--- src/hw/rtl/sbb_pkg.sv ---
// sbb_pkg: shared types, codes and letter mapping for the six-bit payload bit buffer
// request and result structs, operation and status codes, armoring helpers
// no dependencies
package sbb_pkg;

  // default sizes, handed to the top level parameters
  localparam int unsigned MAX_BITS_DEF       = 1024;
  localparam int unsigned MAX_TEXT_CHARS_DEF = 63;

  // width of a bit position (bit_start plus text offset, letter ends)
  localparam int unsigned POS_W = 12;

  // operation codes
  typedef enum logic [2:0] {
    OP_WR_LETTER   = 3'd0,
    OP_RD_LETTER   = 3'd1,
    OP_RD_UNSIGNED = 3'd2,
    OP_RD_SIGNED   = 3'd3,
    OP_RD_TEXT     = 3'd4,
    OP_CLEAR       = 3'd5
  } op_e;

  // result status codes
  typedef enum logic [1:0] {
    ST_OK      = 2'd0,
    ST_REFUSED = 2'd1,
    ST_BAD_LEN = 2'd2
  } status_e;

  // one request
  typedef struct packed {
    logic [2:0] operation;
    logic [9:0] bit_start;
    logic [8:0] field_len;
    logic [7:0] letter_pos;
    logic [6:0] letter_in;
  } sbb_req_t;

  // one result
  typedef struct packed {
    logic signed [32:0] value;
    logic [6:0]         char_out;
    logic               last;
    logic [1:0]         status;
    logic [10:0]        bits_used;
  } sbb_rsp_t;

  // byte memory command
  typedef struct packed {
    logic       en;
    logic       we;
    logic [7:0] wdata;
  } ram_cmd_t;

  // armored ascii character to six-bit code, wrapping outside the alphabet
  function automatic logic [5:0] armor_to_code(logic [6:0] c);
    logic [6:0] t;
    t = (c >= 7'd96) ? (c - 7'd56) : (c - 7'd48);
    return t[5:0];
  endfunction

  // six-bit code to armored ascii character
  function automatic logic [6:0] code_to_armor(logic [5:0] code);
    return (code < 6'd40) ? (7'(code) + 7'd48) : (7'(code) + 7'd56);
  endfunction

endpackage

--- src/hw/rtl/sbb_ram.sv ---
// sbb_ram: single-port byte memory holding the payload bit string
// one access per cycle, registered read data
// depends on sbb_pkg
module sbb_ram #(
  parameter int unsigned DEPTH = (sbb_pkg::MAX_BITS_DEF + 7) / 8
) (
  input  logic                     clk_i,
  input  sbb_pkg::ram_cmd_t        cmd_i,
  input  logic [$clog2(DEPTH)-1:0] addr_i,
  output logic [7:0]               rdata_o
);
  import sbb_pkg::*;

  logic [7:0] mem_q [DEPTH];

  // write or registered read
  always_ff @(posedge clk_i) begin
    if (cmd_i.en) begin
      if (cmd_i.we) begin
        mem_q[addr_i] <= cmd_i.wdata;
      end else begin
        rdata_o <= mem_q[addr_i];
      end
    end
  end

endmodule

--- src/hw/rtl/sbb_engine.sv ---
// sbb_engine: sequencer that fetches, merges and writes back payload bytes
// one byte access per cycle, field extraction, text walk and used-bit count
// depends on sbb_pkg
module sbb_engine #(
  parameter int unsigned MAX_BITS       = sbb_pkg::MAX_BITS_DEF,
  parameter int unsigned MAX_TEXT_CHARS = sbb_pkg::MAX_TEXT_CHARS_DEF
) (
  input  logic                                   clk_i,
  input  logic                                   rst_ni,
  input  logic                                   req_valid_i,
  output logic                                   req_stall_o,
  input  sbb_pkg::sbb_req_t                      req_i,
  output logic                                   rsp_valid_o,
  input  logic                                   rsp_ready_i,
  output sbb_pkg::sbb_rsp_t                      rsp_o,
  output sbb_pkg::ram_cmd_t                      ram_cmd_o,
  output logic [$clog2((MAX_BITS+7)/8)-1:0]      ram_addr_o,
  input  logic [7:0]                             ram_rdata_i
);
  import sbb_pkg::*;

  localparam int unsigned DEPTH  = (MAX_BITS + 7) / 8;
  localparam int unsigned ADDR_W = $clog2(DEPTH);
  localparam int unsigned BYTE_W = POS_W - 3;
  localparam int unsigned K_W    = $clog2(MAX_TEXT_CHARS + 1);

  typedef enum logic [2:0] {
    S_CLR, S_IDLE, S_FETCH, S_LAST, S_WR_RD, S_WR_WB, S_RESP
  } state_e;

  typedef struct packed {
    logic [BYTE_W-1:0] first;
    logic [2:0]        nb;
    logic [5:0]        sh;
  } fetch_t;

  // byte span and final right shift for a field at position p of length l
  function automatic fetch_t plan(logic [POS_W-1:0] p, logic [5:0] l);
    logic [5:0] span;
    fetch_t     f;
    span    = 6'(p[2:0]) + l - 6'd1;
    f.first = p[POS_W-1:3];
    f.nb    = 3'(span >> 3) + 3'd1;
    f.sh    = 6'({f.nb, 3'b000}) - 6'(p[2:0]) - l;
    return f;
  endfunction

  function automatic sbb_rsp_t mk_rsp(logic [32:0] v, logic [6:0] ch, logic lst,
                                      status_e st, logic [10:0] used);
    sbb_rsp_t r;
    r.value     = v;
    r.char_out  = ch;
    r.last      = lst;
    r.status    = st;
    r.bits_used = used;
    return r;
  endfunction

  state_e             state_q, state_d;
  logic [ADDR_W-1:0]  clr_q, clr_d;
  logic [10:0]        count_q, count_d;
  op_e                op_q, op_d;
  logic [POS_W-1:0]   start_q, start_d;
  logic [9:0]         off_q, off_d;
  logic [8:0]         len_q, len_d;
  logic [K_W-1:0]     k_q, k_d;
  logic [BYTE_W-1:0]  byte_q, byte_d;
  logic [2:0]         left_q, left_d;
  logic [5:0]         sh_q, sh_d;
  logic [5:0]         elen_q, elen_d;
  logic               pend_q, pend_d;
  logic               oob_q, oob_d;
  logic [39:0]        win_q, win_d;
  logic [15:0]        wbits_q, wbits_d;
  logic [15:0]        wmask_q, wmask_d;
  logic               two_q, two_d;
  logic               sec_q, sec_d;
  logic               cont_q, cont_d;
  sbb_rsp_t           rsp_q, rsp_d;

  // extraction datapath
  logic [7:0]  rd_byte;
  logic [39:0] win_full;
  logic [39:0] win_sh;
  logic [32:0] low_mask;
  logic [31:0] field;
  logic        sign_bit;
  logic [5:0]  keep;

  assign rd_byte  = oob_q ? 8'h00 : ram_rdata_i;
  assign win_full = pend_q ? {win_q[31:0], rd_byte} : win_q;
  assign win_sh   = win_full >> sh_q;
  assign low_mask = ~(33'h1_FFFF_FFFF << elen_q);
  assign field    = win_sh[31:0] & low_mask[31:0];
  assign sign_bit = field[5'(elen_q - 6'd1)];

  // letter bits at or past the used count read as zero
  always_comb begin
    for (int i = 0; i < 6; i++) begin
      keep[5-i] = (13'(start_q) + 13'(i)) < 13'(count_q);
    end
  end

  // sequencer
  always_comb begin
    logic [POS_W-1:0] base;
    logic [POS_W-1:0] endp;
    logic [POS_W-1:0] wend;
    logic [5:0]       code;
    logic [5:0]       c;
    logic [7:0]       m;
    logic [7:0]       b;
    logic [10:0]      nc;
    fetch_t           f;

    state_d  = state_q;
    clr_d    = clr_q;
    count_d  = count_q;
    op_d     = op_q;
    start_d  = start_q;
    off_d    = off_q;
    len_d    = len_q;
    k_d      = k_q;
    byte_d   = byte_q;
    left_d   = left_q;
    sh_d     = sh_q;
    elen_d   = elen_q;
    pend_d   = 1'b0;
    oob_d    = oob_q;
    win_d    = win_full;
    wbits_d  = wbits_q;
    wmask_d  = wmask_q;
    two_d    = two_q;
    sec_d    = sec_q;
    cont_d   = cont_q;
    rsp_d    = rsp_q;

    req_stall_o = 1'b1;
    rsp_valid_o = 1'b0;
    ram_cmd_o   = '0;
    ram_addr_o  = ADDR_W'(byte_q);

    base = POS_W'(req_i.letter_pos) * POS_W'(6);
    endp = base + POS_W'(6);
    wend = start_q + POS_W'(6);
    code = armor_to_code(req_i.letter_in);
    c    = field[5:0];
    m    = sec_q ? wmask_q[7:0] : wmask_q[15:8];
    b    = sec_q ? wbits_q[7:0] : wbits_q[15:8];
    nc   = (12'(count_q) < wend) ? 11'(wend) : count_q;
    f    = plan(start_q + POS_W'(off_q), 6'd6);

    unique case (state_q)
      // zero the memory after reset
      S_CLR: begin
        ram_cmd_o  = '{en: 1'b1, we: 1'b1, wdata: 8'h00};
        ram_addr_o = clr_q;
        clr_d      = clr_q + ADDR_W'(1);
        if (clr_q == ADDR_W'(DEPTH - 1)) begin
          state_d = S_IDLE;
        end
      end

      // take a request and decode it
      S_IDLE: begin
        req_stall_o = 1'b0;
        if (req_valid_i) begin
          op_d = op_e'(req_i.operation);
          unique case (op_e'(req_i.operation)) inside
            OP_WR_LETTER: begin
              if (32'(endp) > MAX_BITS) begin
                rsp_d   = mk_rsp('0, '0, 1'b1, ST_REFUSED, count_q);
                state_d = S_RESP;
              end else begin
                start_d = base;
                wbits_d = {code, 10'b0} >> base[2:0];
                wmask_d = 16'hFC00 >> base[2:0];
                two_d   = base[2:0] > 3'd2;
                sec_d   = 1'b0;
                byte_d  = base[POS_W-1:3];
                state_d = S_WR_RD;
              end
            end
            OP_RD_LETTER: begin
              f       = plan(base, 6'd6);
              start_d = base;
              elen_d  = 6'd6;
              byte_d  = f.first;
              left_d  = f.nb;
              sh_d    = f.sh;
              state_d = S_FETCH;
            end
            OP_RD_UNSIGNED, OP_RD_SIGNED: begin
              if (req_i.field_len == 9'd0 || req_i.field_len > 9'd32) begin
                rsp_d   = mk_rsp('0, '0, 1'b1, ST_BAD_LEN, count_q);
                state_d = S_RESP;
              end else begin
                f       = plan(POS_W'(req_i.bit_start), req_i.field_len[5:0]);
                elen_d  = req_i.field_len[5:0];
                byte_d  = f.first;
                left_d  = f.nb;
                sh_d    = f.sh;
                state_d = S_FETCH;
              end
            end
            OP_RD_TEXT: begin
              start_d = POS_W'(req_i.bit_start);
              len_d   = req_i.field_len;
              off_d   = '0;
              k_d     = '0;
              if (req_i.field_len == 9'd0) begin
                rsp_d   = mk_rsp('0, '0, 1'b1, ST_OK, count_q);
                state_d = S_RESP;
              end else begin
                f       = plan(POS_W'(req_i.bit_start), 6'd6);
                elen_d  = 6'd6;
                byte_d  = f.first;
                left_d  = f.nb;
                sh_d    = f.sh;
                state_d = S_FETCH;
              end
            end
            OP_CLEAR: begin
              count_d = '0;
              rsp_d   = mk_rsp('0, '0, 1'b1, ST_OK, 11'd0);
              state_d = S_RESP;
            end
            default: begin
              rsp_d   = mk_rsp('0, '0, 1'b1, ST_OK, count_q);
              state_d = S_RESP;
            end
          endcase
        end
      end

      // read the spanned bytes one per cycle
      S_FETCH: begin
        ram_cmd_o  = '{en: 1'b1, we: 1'b0, wdata: 8'h00};
        ram_addr_o = ADDR_W'(byte_q);
        oob_d      = 32'(byte_q) >= DEPTH;
        pend_d     = 1'b1;
        byte_d     = byte_q + BYTE_W'(1);
        left_d     = left_q - 3'd1;
        if (left_q == 3'd1) begin
          state_d = S_LAST;
        end
      end

      // last byte arrives, shape the result
      S_LAST: begin
        state_d = S_RESP;
        unique case (op_q)
          OP_RD_LETTER: begin
            rsp_d = mk_rsp(33'(field[5:0] & keep), code_to_armor(field[5:0] & keep),
                           1'b1, ST_OK, count_q);
          end
          OP_RD_UNSIGNED: begin
            rsp_d = mk_rsp({1'b0, field}, '0, 1'b1, ST_OK, count_q);
          end
          OP_RD_SIGNED: begin
            if (sign_bit) begin
              rsp_d = mk_rsp({1'b1, field | ~low_mask[31:0]}, '0, 1'b1, ST_OK, count_q);
            end else begin
              rsp_d = mk_rsp({1'b0, field}, '0, 1'b1, ST_OK, count_q);
            end
          end
          OP_RD_TEXT: begin
            if (c == 6'd0) begin
              rsp_d = mk_rsp('0, '0, 1'b1, ST_OK, count_q);
            end else begin
              rsp_d  = mk_rsp('0, c[5] ? {1'b0, c} : {1'b1, c}, 1'b0, ST_OK, count_q);
              off_d  = off_q + 10'd6;
              k_d    = k_q + K_W'(1);
              cont_d = ((11'(off_q) + 11'd6) < 11'(len_q)) &&
                       ((32'(k_q) + 32'd1) < MAX_TEXT_CHARS);
            end
          end
          default: begin
            rsp_d = mk_rsp('0, '0, 1'b1, ST_OK, count_q);
          end
        endcase
      end

      // read the byte to merge into
      S_WR_RD: begin
        ram_cmd_o = '{en: 1'b1, we: 1'b0, wdata: 8'h00};
        state_d   = S_WR_WB;
      end

      // merge the letter bits and write back
      S_WR_WB: begin
        ram_cmd_o = '{en: 1'b1, we: 1'b1, wdata: (ram_rdata_i & ~m) | (b & m)};
        if (two_q && !sec_q) begin
          sec_d   = 1'b1;
          byte_d  = byte_q + BYTE_W'(1);
          state_d = S_WR_RD;
        end else begin
          count_d = nc;
          rsp_d   = mk_rsp('0, '0, 1'b1, ST_OK, nc);
          state_d = S_RESP;
        end
      end

      // hand the result over, continue a text walk
      S_RESP: begin
        rsp_valid_o = 1'b1;
        if (rsp_ready_i) begin
          if (rsp_q.last) begin
            state_d = S_IDLE;
          end else if (cont_q) begin
            byte_d  = f.first;
            left_d  = f.nb;
            sh_d    = f.sh;
            state_d = S_FETCH;
          end else begin
            rsp_d = mk_rsp('0, '0, 1'b1, ST_OK, count_q);
          end
        end
      end

      default: begin
        state_d = S_IDLE;
      end
    endcase
  end

  assign rsp_o = rsp_q;

  // control state
  always_ff @(posedge clk_i or negedge rst_ni) begin
    if (!rst_ni) begin
      state_q <= S_CLR;
      clr_q   <= '0;
      count_q <= '0;
      pend_q  <= 1'b0;
      cont_q  <= 1'b0;
    end else begin
      state_q <= state_d;
      clr_q   <= clr_d;
      count_q <= count_d;
      pend_q  <= pend_d;
      cont_q  <= cont_d;
    end
  end

  // datapath registers
  always_ff @(posedge clk_i) begin
    op_q    <= op_d;
    start_q <= start_d;
    off_q   <= off_d;
    len_q   <= len_d;
    k_q     <= k_d;
    byte_q  <= byte_d;
    left_q  <= left_d;
    sh_q    <= sh_d;
    elen_q  <= elen_d;
    oob_q   <= oob_d;
    win_q   <= win_d;
    wbits_q <= wbits_d;
    wmask_q <= wmask_d;
    two_q   <= two_d;
    sec_q   <= sec_d;
    rsp_q   <= rsp_d;
  end

  // used count never passes capacity
  a_count_cap: assert property (@(posedge clk_i) disable iff (!rst_ni)
    32'(count_q) <= MAX_BITS)
    else $error("used bit count beyond capacity");

  // letter write-back stays inside the memory
  a_wb_range: assert property (@(posedge clk_i) disable iff (!rst_ni)
    (ram_cmd_o.we && state_q != S_CLR) |-> (32'(byte_q) < DEPTH))
    else $error("letter write-back outside memory");

  // extraction length is 1 to 32 when the result is shaped
  a_elen: assert property (@(posedge clk_i) disable iff (!rst_ni)
    (state_q == S_LAST) |-> (elen_q != 6'd0 && elen_q <= 6'd32))
    else $error("bad extraction length");

  // a delivered last result frees the engine
  a_last_idle: assert property (@(posedge clk_i) disable iff (!rst_ni)
    (state_q == S_RESP && rsp_ready_i && rsp_q.last) |=> (state_q == S_IDLE))
    else $error("engine busy after last result");

endmodule

--- src/hw/rtl/six_bit_payload_bit_buffer.sv ---
// Six-bit payload bit buffer top level: byte memory, sequencer, output register; uses sbb_pkg.
// Numeric and letter reads fetch each stored byte that the field spans (one to five), then
// shape the result; a letter write reads, merges and writes back one or two stored bytes.
// Text fetches one or two bytes per character and gives one character at a time; one item
// at a time, the next taken the cycle after the last result leaves the sequencer.
// After reset the memory is zeroed, with in_stall_o high.
module six_bit_payload_bit_buffer #(
  parameter int unsigned MAX_BITS       = sbb_pkg::MAX_BITS_DEF,
  parameter int unsigned MAX_TEXT_CHARS = sbb_pkg::MAX_TEXT_CHARS_DEF
) (
  input  logic              clk_i,
  input  logic              rst_ni,
  input  logic              in_valid_i,
  output logic              in_stall_o,
  input  sbb_pkg::sbb_req_t in_req_i,
  output logic              out_valid_o,
  input  logic              out_stall_i,
  output sbb_pkg::sbb_rsp_t out_rsp_o
);
  import sbb_pkg::*;

  localparam int unsigned DEPTH  = (MAX_BITS + 7) / 8;
  localparam int unsigned ADDR_W = $clog2(DEPTH);

  ram_cmd_t          ram_cmd;
  logic [ADDR_W-1:0] ram_addr;
  logic [7:0]        ram_rdata;
  logic              rsp_valid;
  logic              rsp_ready;
  sbb_rsp_t          rsp;
  logic              out_valid_q;
  sbb_rsp_t          out_q;

  sbb_ram #(
    .DEPTH (DEPTH)
  ) u_ram (
    .clk_i   (clk_i),
    .cmd_i   (ram_cmd),
    .addr_i  (ram_addr),
    .rdata_o (ram_rdata)
  );

  sbb_engine #(
    .MAX_BITS       (MAX_BITS),
    .MAX_TEXT_CHARS (MAX_TEXT_CHARS)
  ) u_engine (
    .clk_i       (clk_i),
    .rst_ni      (rst_ni),
    .req_valid_i (in_valid_i),
    .req_stall_o (in_stall_o),
    .req_i       (in_req_i),
    .rsp_valid_o (rsp_valid),
    .rsp_ready_i (rsp_ready),
    .rsp_o       (rsp),
    .ram_cmd_o   (ram_cmd),
    .ram_addr_o  (ram_addr),
    .ram_rdata_i (ram_rdata)
  );

  // output register takes a result when empty or draining
  assign rsp_ready = !out_valid_q || !out_stall_i;

  always_ff @(posedge clk_i or negedge rst_ni) begin
    if (!rst_ni) begin
      out_valid_q <= 1'b0;
    end else if (rsp_ready) begin
      out_valid_q <= rsp_valid;
    end
  end

  always_ff @(posedge clk_i) begin
    if (rsp_ready && rsp_valid) begin
      out_q <= rsp;
    end
  end

  assign out_valid_o = out_valid_q;
  assign out_rsp_o   = out_q;

endmodule
--- config.mk ---
export PLATFORM = sky130hd
export DESIGN_NAME = six_bit_payload_bit_buffer
export DESIGN_NICKNAME = d
export VERILOG_FILES = /design/src/hw/rtl/sbb_pkg.sv /design/src/hw/rtl/sbb_ram.sv /design/src/hw/rtl/sbb_engine.sv /design/src/hw/rtl/six_bit_payload_bit_buffer.sv
export SDC_FILE = /design/constraint.sdc
export NUM_CORES = 2
export LEC_CHECK = 0
export BUFFER_PORTS_ARGS = -buffer_cell sky130_fd_sc_hd__clkbuf_2
export CORE_MARGIN = 1.5
export CORE_UTILIZATION = 30
export CTS_BUF_LIST = sky130_fd_sc_hd__clkbuf_16
export DETAILED_ROUTE_END_ITERATION = 8
export GPL_ROUTABILITY_DRIVEN = 0
export PLACE_DENSITY = 0.5
export SLEW_MARGIN = 25
export SYNTH_ARGS = -nofsm -noshare
export SYNTH_HDL_FRONTEND = slang
export SYNTH_SLANG_ARGS = --single-unit
--- constraint.sdc ---
create_clock -name clk_i -period 7.25 [get_ports clk_i]
set_input_delay 2.175 -clock clk_i [delete_from_list [all_inputs] [get_ports clk_i]]
set_output_delay 2.175 -clock clk_i [all_outputs]
set_load 0.01 [all_outputs]
==> impl_metrics.csv <==
group,metric,value,unit
placement,port_buffers,96,
detailed_routing,vias_per_cell,5.41,
die,start_util,30.2,%
global_routing,grt_pass1_wl,262000,um
die,num_rows,160,
placement,dp.cells,6700,
synth,synth_fa_ha_area_share,3.51,%
sta,hold_viol,0,
worst_setup_path,critPathMaxFanout,41,
sta,rsz0062_at_grt,"no",
placement,dp_slack,960,ps
worst_setup_path,r2r-end,"u_ram.rdata_o[7]",
final_layout,fin_cells,6956,
sta,period_share,76.2,%
final_layout,n_fill_cell,18500,
worst_setup_path,required,7750,ps
synth,muxShareOfSynthArea,4.48,%
worst_setup_path,slowest_stage,"nor3_4",
worst_setup_path,cp.buffers_inverters,3,
final_layout,syn2layout_area_growth,14.2,%
worst_setup_path,reg2regPathDepth,14,
synth,synth_fp_nets,4448,
sta,min_period,5520,ps
detailed_routing,drcViolationCount,0,
synth,ys_seq_area_share,66.3,%
global_routing,grt_pass1_vias,36600,
synth,synth_top_family_by_area,"compound AO/OA/AOI/OAI gates",
worst_setup_path,reg2reg_slack,1730,ps
clocking,clock-root-buffer,"clkbuf_16",
global_routing,antenna_found_initial,2,
worst_setup_path,cp-end-kind,"flip-flop",
worst_setup_path,cp-start-kind,"flip-flop",
min_path,hold_path.class,"reg2reg",
global_routing,grt_util_all_layers,18.2,%
placement,place_hpwl,114000,um
synth,synth-simple-area-share,7.97,%
detailed_routing,dr.pass1.iters,7,
synth,async_flop_share,1.87,%
placement,dpl_cell_area,61100,sq um
worst_setup_path,path_cells,"nor3_4 -> buf_4 -> nor3_1 -> a31oi_4 -> buf_4 -> nor2_4 -> buf_12 -> a22oi_1 -> a41oi_1 -> or4_1 -> nor4_1 -> o21ai_0 -> a21oi_1 -> o21ai_0",
sta,skew,63.8,ps
worst_setup_path,r2r-start,"u_engine.state_q[0]",
synth,synth_flop_cell,"edfxtp_1",
min_path,min_from,"u_engine.rsp_o[19]",
detailed_routing,routedWlPerCell,25.8,um
clocking,cts_tree,"built",
sta,max_slew.worst_pin.slew,1080,ps
detailed_routing,top_layer,"met4",
clocking,cts_resized,0,
clocking,cts_hold_buf,0,
min_path,hold_end,"out_rsp_o[19]",
detailed_routing,drtAntennaViolNets,0,
synth,syn_area,57400,sq um
detailed_routing,dr_wl_met2,84000,um
sta,finalMaxSlewViolations,0,
final_layout,diodes,0,
global_routing,grt_max_degree,84,
clocking,htree_levels,4,
detailed_routing,vias,37600,
clocking,post_cts_buffers,0,
worst_setup_path,critical_path_arrival,6020,ps
final_layout,nNetsFinal,4529,
synth,synth_edf_count,1222,
detailed_routing,wl_met3,11800,um
die,core-area,190000,sq um
global_routing,grt-ovfl-total,0,
clocking,cts_made_buffers,139,
power_and_ir_drop,vdd_drop_max,0.296,mV
detailed_routing,drt_iter0_markers,3708,
worst_setup_path,critPathMaxStageDelay,760,ps
synth,synth_cells,4249,
flow_run,cap_violations,0,
worst_setup_path,path_delay_family,"simple AND/OR/NAND/NOR gates",
clocking,cts_buffer_depth,3,
clocking,cts_sinks,1286,
final_layout,drive_above_1_share,12.3,%
detailed_routing,routed_wl,180000,um
power_and_ir_drop,cellPowerDensity,387,nW/um^2
power_and_ir_drop,p_leak,21.8,nW
clocking,clk_pin_slew_worst_paths,60,ps
synth,synth-compound-area-share,13.4,%
final_layout,design_area,65600,sq um
status,outcome,"completed",
worst_setup_path,worstSetupPathType,"reg2reg",
synth,avgSynthCellArea,13.5,sq um
synth,yosysUniqueCellTypes,90,
sta,max_freq,181,MHz
die,io-pin-count,97,
die,die_x,441,um
synth,synth-xor-area-share,1.71,%
detailed_routing,met1_length,79800,um
min_path,min_path_cells,0,
clocking,clock_latency,810,ps
die,die-area,194000,sq um
sta,setup_viol,0,
sta,relSlewSlack,27.8,%
final_layout,final_core_util,34.5,%
sta,fin_ws,1730,ps
synth,ys_seq_elements,1286,
die,dieHeight,441,um
synth,yosysWarnings,0,
-- worst max-delay path by stage --
| stage | start | to | slack [ps] | cells after the start |
|---|---|---|---|---|
| finish | u_engine.state_q[0] | u_ram.rdata_o[7] | 1730 | 14 |
| global route | u_engine.state_q[0] | u_ram.rdata_o[7] | 1490 | 14 |
| CTS | in_req_i[7] | u_engine.rsp_o[1] | 1760 | 14 |
| detailed placement | in_req_i[7] | u_engine.rsp_o[47] | 960 | 14 |
| global placement | in_req_i[7] | u_engine.rsp_o[47] | 960 | 14 |
| floorplan | u_engine.sec_q | u_ram.mem_q[0][4] | -190 | 4 |
-- metal layers --
metal | vias up | GRT usage, %
met5 | - | 0
met4 | 0 | 4.69
met3 | 263 | 3.06
met2 | 1422 | 29.2
met1 | 19200 | 25.3
li1 | 16800 | -
-- cell usage after synthesis (all sizes together), types with 64 or more instances --
master / count / share of area [%]
nand3: 65 / 0.57
a22oi: 287 / 3.8
edfxtp: 1222 / 64
inv: 113 / 0.74
nor2: 345 / 2.3
a221oi: 82 / 1.3
nand2: 360 / 2.4
a31oi: 68 / 0.74
xnor2: 64 / 0.98
mux2i: 99 / 1.7
o21ai: 151 / 1.3
a21oi: 198 / 1.7
buf: 73 / 0.68
ha: 153 / 3.3
clkbuf: 177 / 1.2
-- per-stage QoR --
step           hold slack [ps]  power, mW  setup TNS [ps]
6_report                   409       25.4               0
3_3_place_gp               404       18.5               0
4_1_cts                    411       25.5               0
3_5_place_dp               405       18.5               0
2_1_floorplan              400       14.7          -95790
5_1_grt                    411       26.4               0
-- power by group --
group / internal, mW / total (mW) / switching [mW]
clock network: 3.84 / 6.96 / 3.12
registers: 9.45 / 9.92 / 0.468
logic: 2.45 / 8.52 / 6.07
total: 15.7 / 25.4 / 9.66
-- cell families (layout without fill, tap and decap cells) --
group,after synthesis,after routing
simple gates,1022,1022
fa+ha+maj,158,158
xor+xnor,112,112
flops,1286,1286
buf+inv,366,562
compound gates,1106,1106
mux,199,199
-- worst reg2reg max path, cell delays in order, from the launching register on --
cell and delay, ps:
dfrtp_1 560, nor3_4 760, buf_4 360, nor3_1 100, a31oi_4 270, buf_4 480
nor2_4 140, buf_12 220, a22oi_1 240, a41oi_1 230, or4_1 610, nor4_1 730
o21ai_0 250, a21oi_1 170, o21ai_0 110
-- placed cells by master, fill, tap and decap left out, types with 65 or more instances in the layout --
| cell type | count |
|---|---|
| mux2i_1 | 96 |
| a21oi_1 | 195 |
| ha_1 | 153 |
| edfxtp_1 | 1222 |
| nor2_1 | 330 |
| o21ai_0 | 131 |
| buf_4 | 87 |
| nand3_1 | 65 |
| nand2_1 | 356 |
| a221oi_1 | 82 |
| inv_1 | 139 |
| clkbuf_16 | 139 |
| a22oi_1 | 286 |
| clkbuf_2 | 96 |
-- state kept, by name, indices dropped and copies added, names as in the netlist, 6 cells and up --
name and count:
u_engine.elen_q 6, u_engine.rsp_o 54, out_rsp_o 54, u_engine.len_q 9
u_ram.mem_q 1024, u_ram.rdata_o 8, u_engine.wmask_q 6, u_engine.k_q 6
u_engine.count_q 11, u_engine.start_q 11, u_engine.clr_q 7, u_engine.byte_q 9
u_engine.off_q 9, u_engine.sh_q 6, u_engine.wbits_q 12, u_engine.win_q 40
-- layout make-up --
class / count / area, sq um / share of cell area, %
Sequential cell: 1286 / 38100 / 58.1
Multi-Input combinational cell: 2597 / 18200 / 27.7
Clock buffer: 139 / 3480 / 5.30
Tap cell: 2511 / 3140 / 4.79
Timing Repair Buffer: 190 / 1270 / 1.94
Clock inverter: 117 / 997 / 1.52
Inverter: 116 / 435 / 0.664
Note: power is estimated with default switching activity, not from simulation.
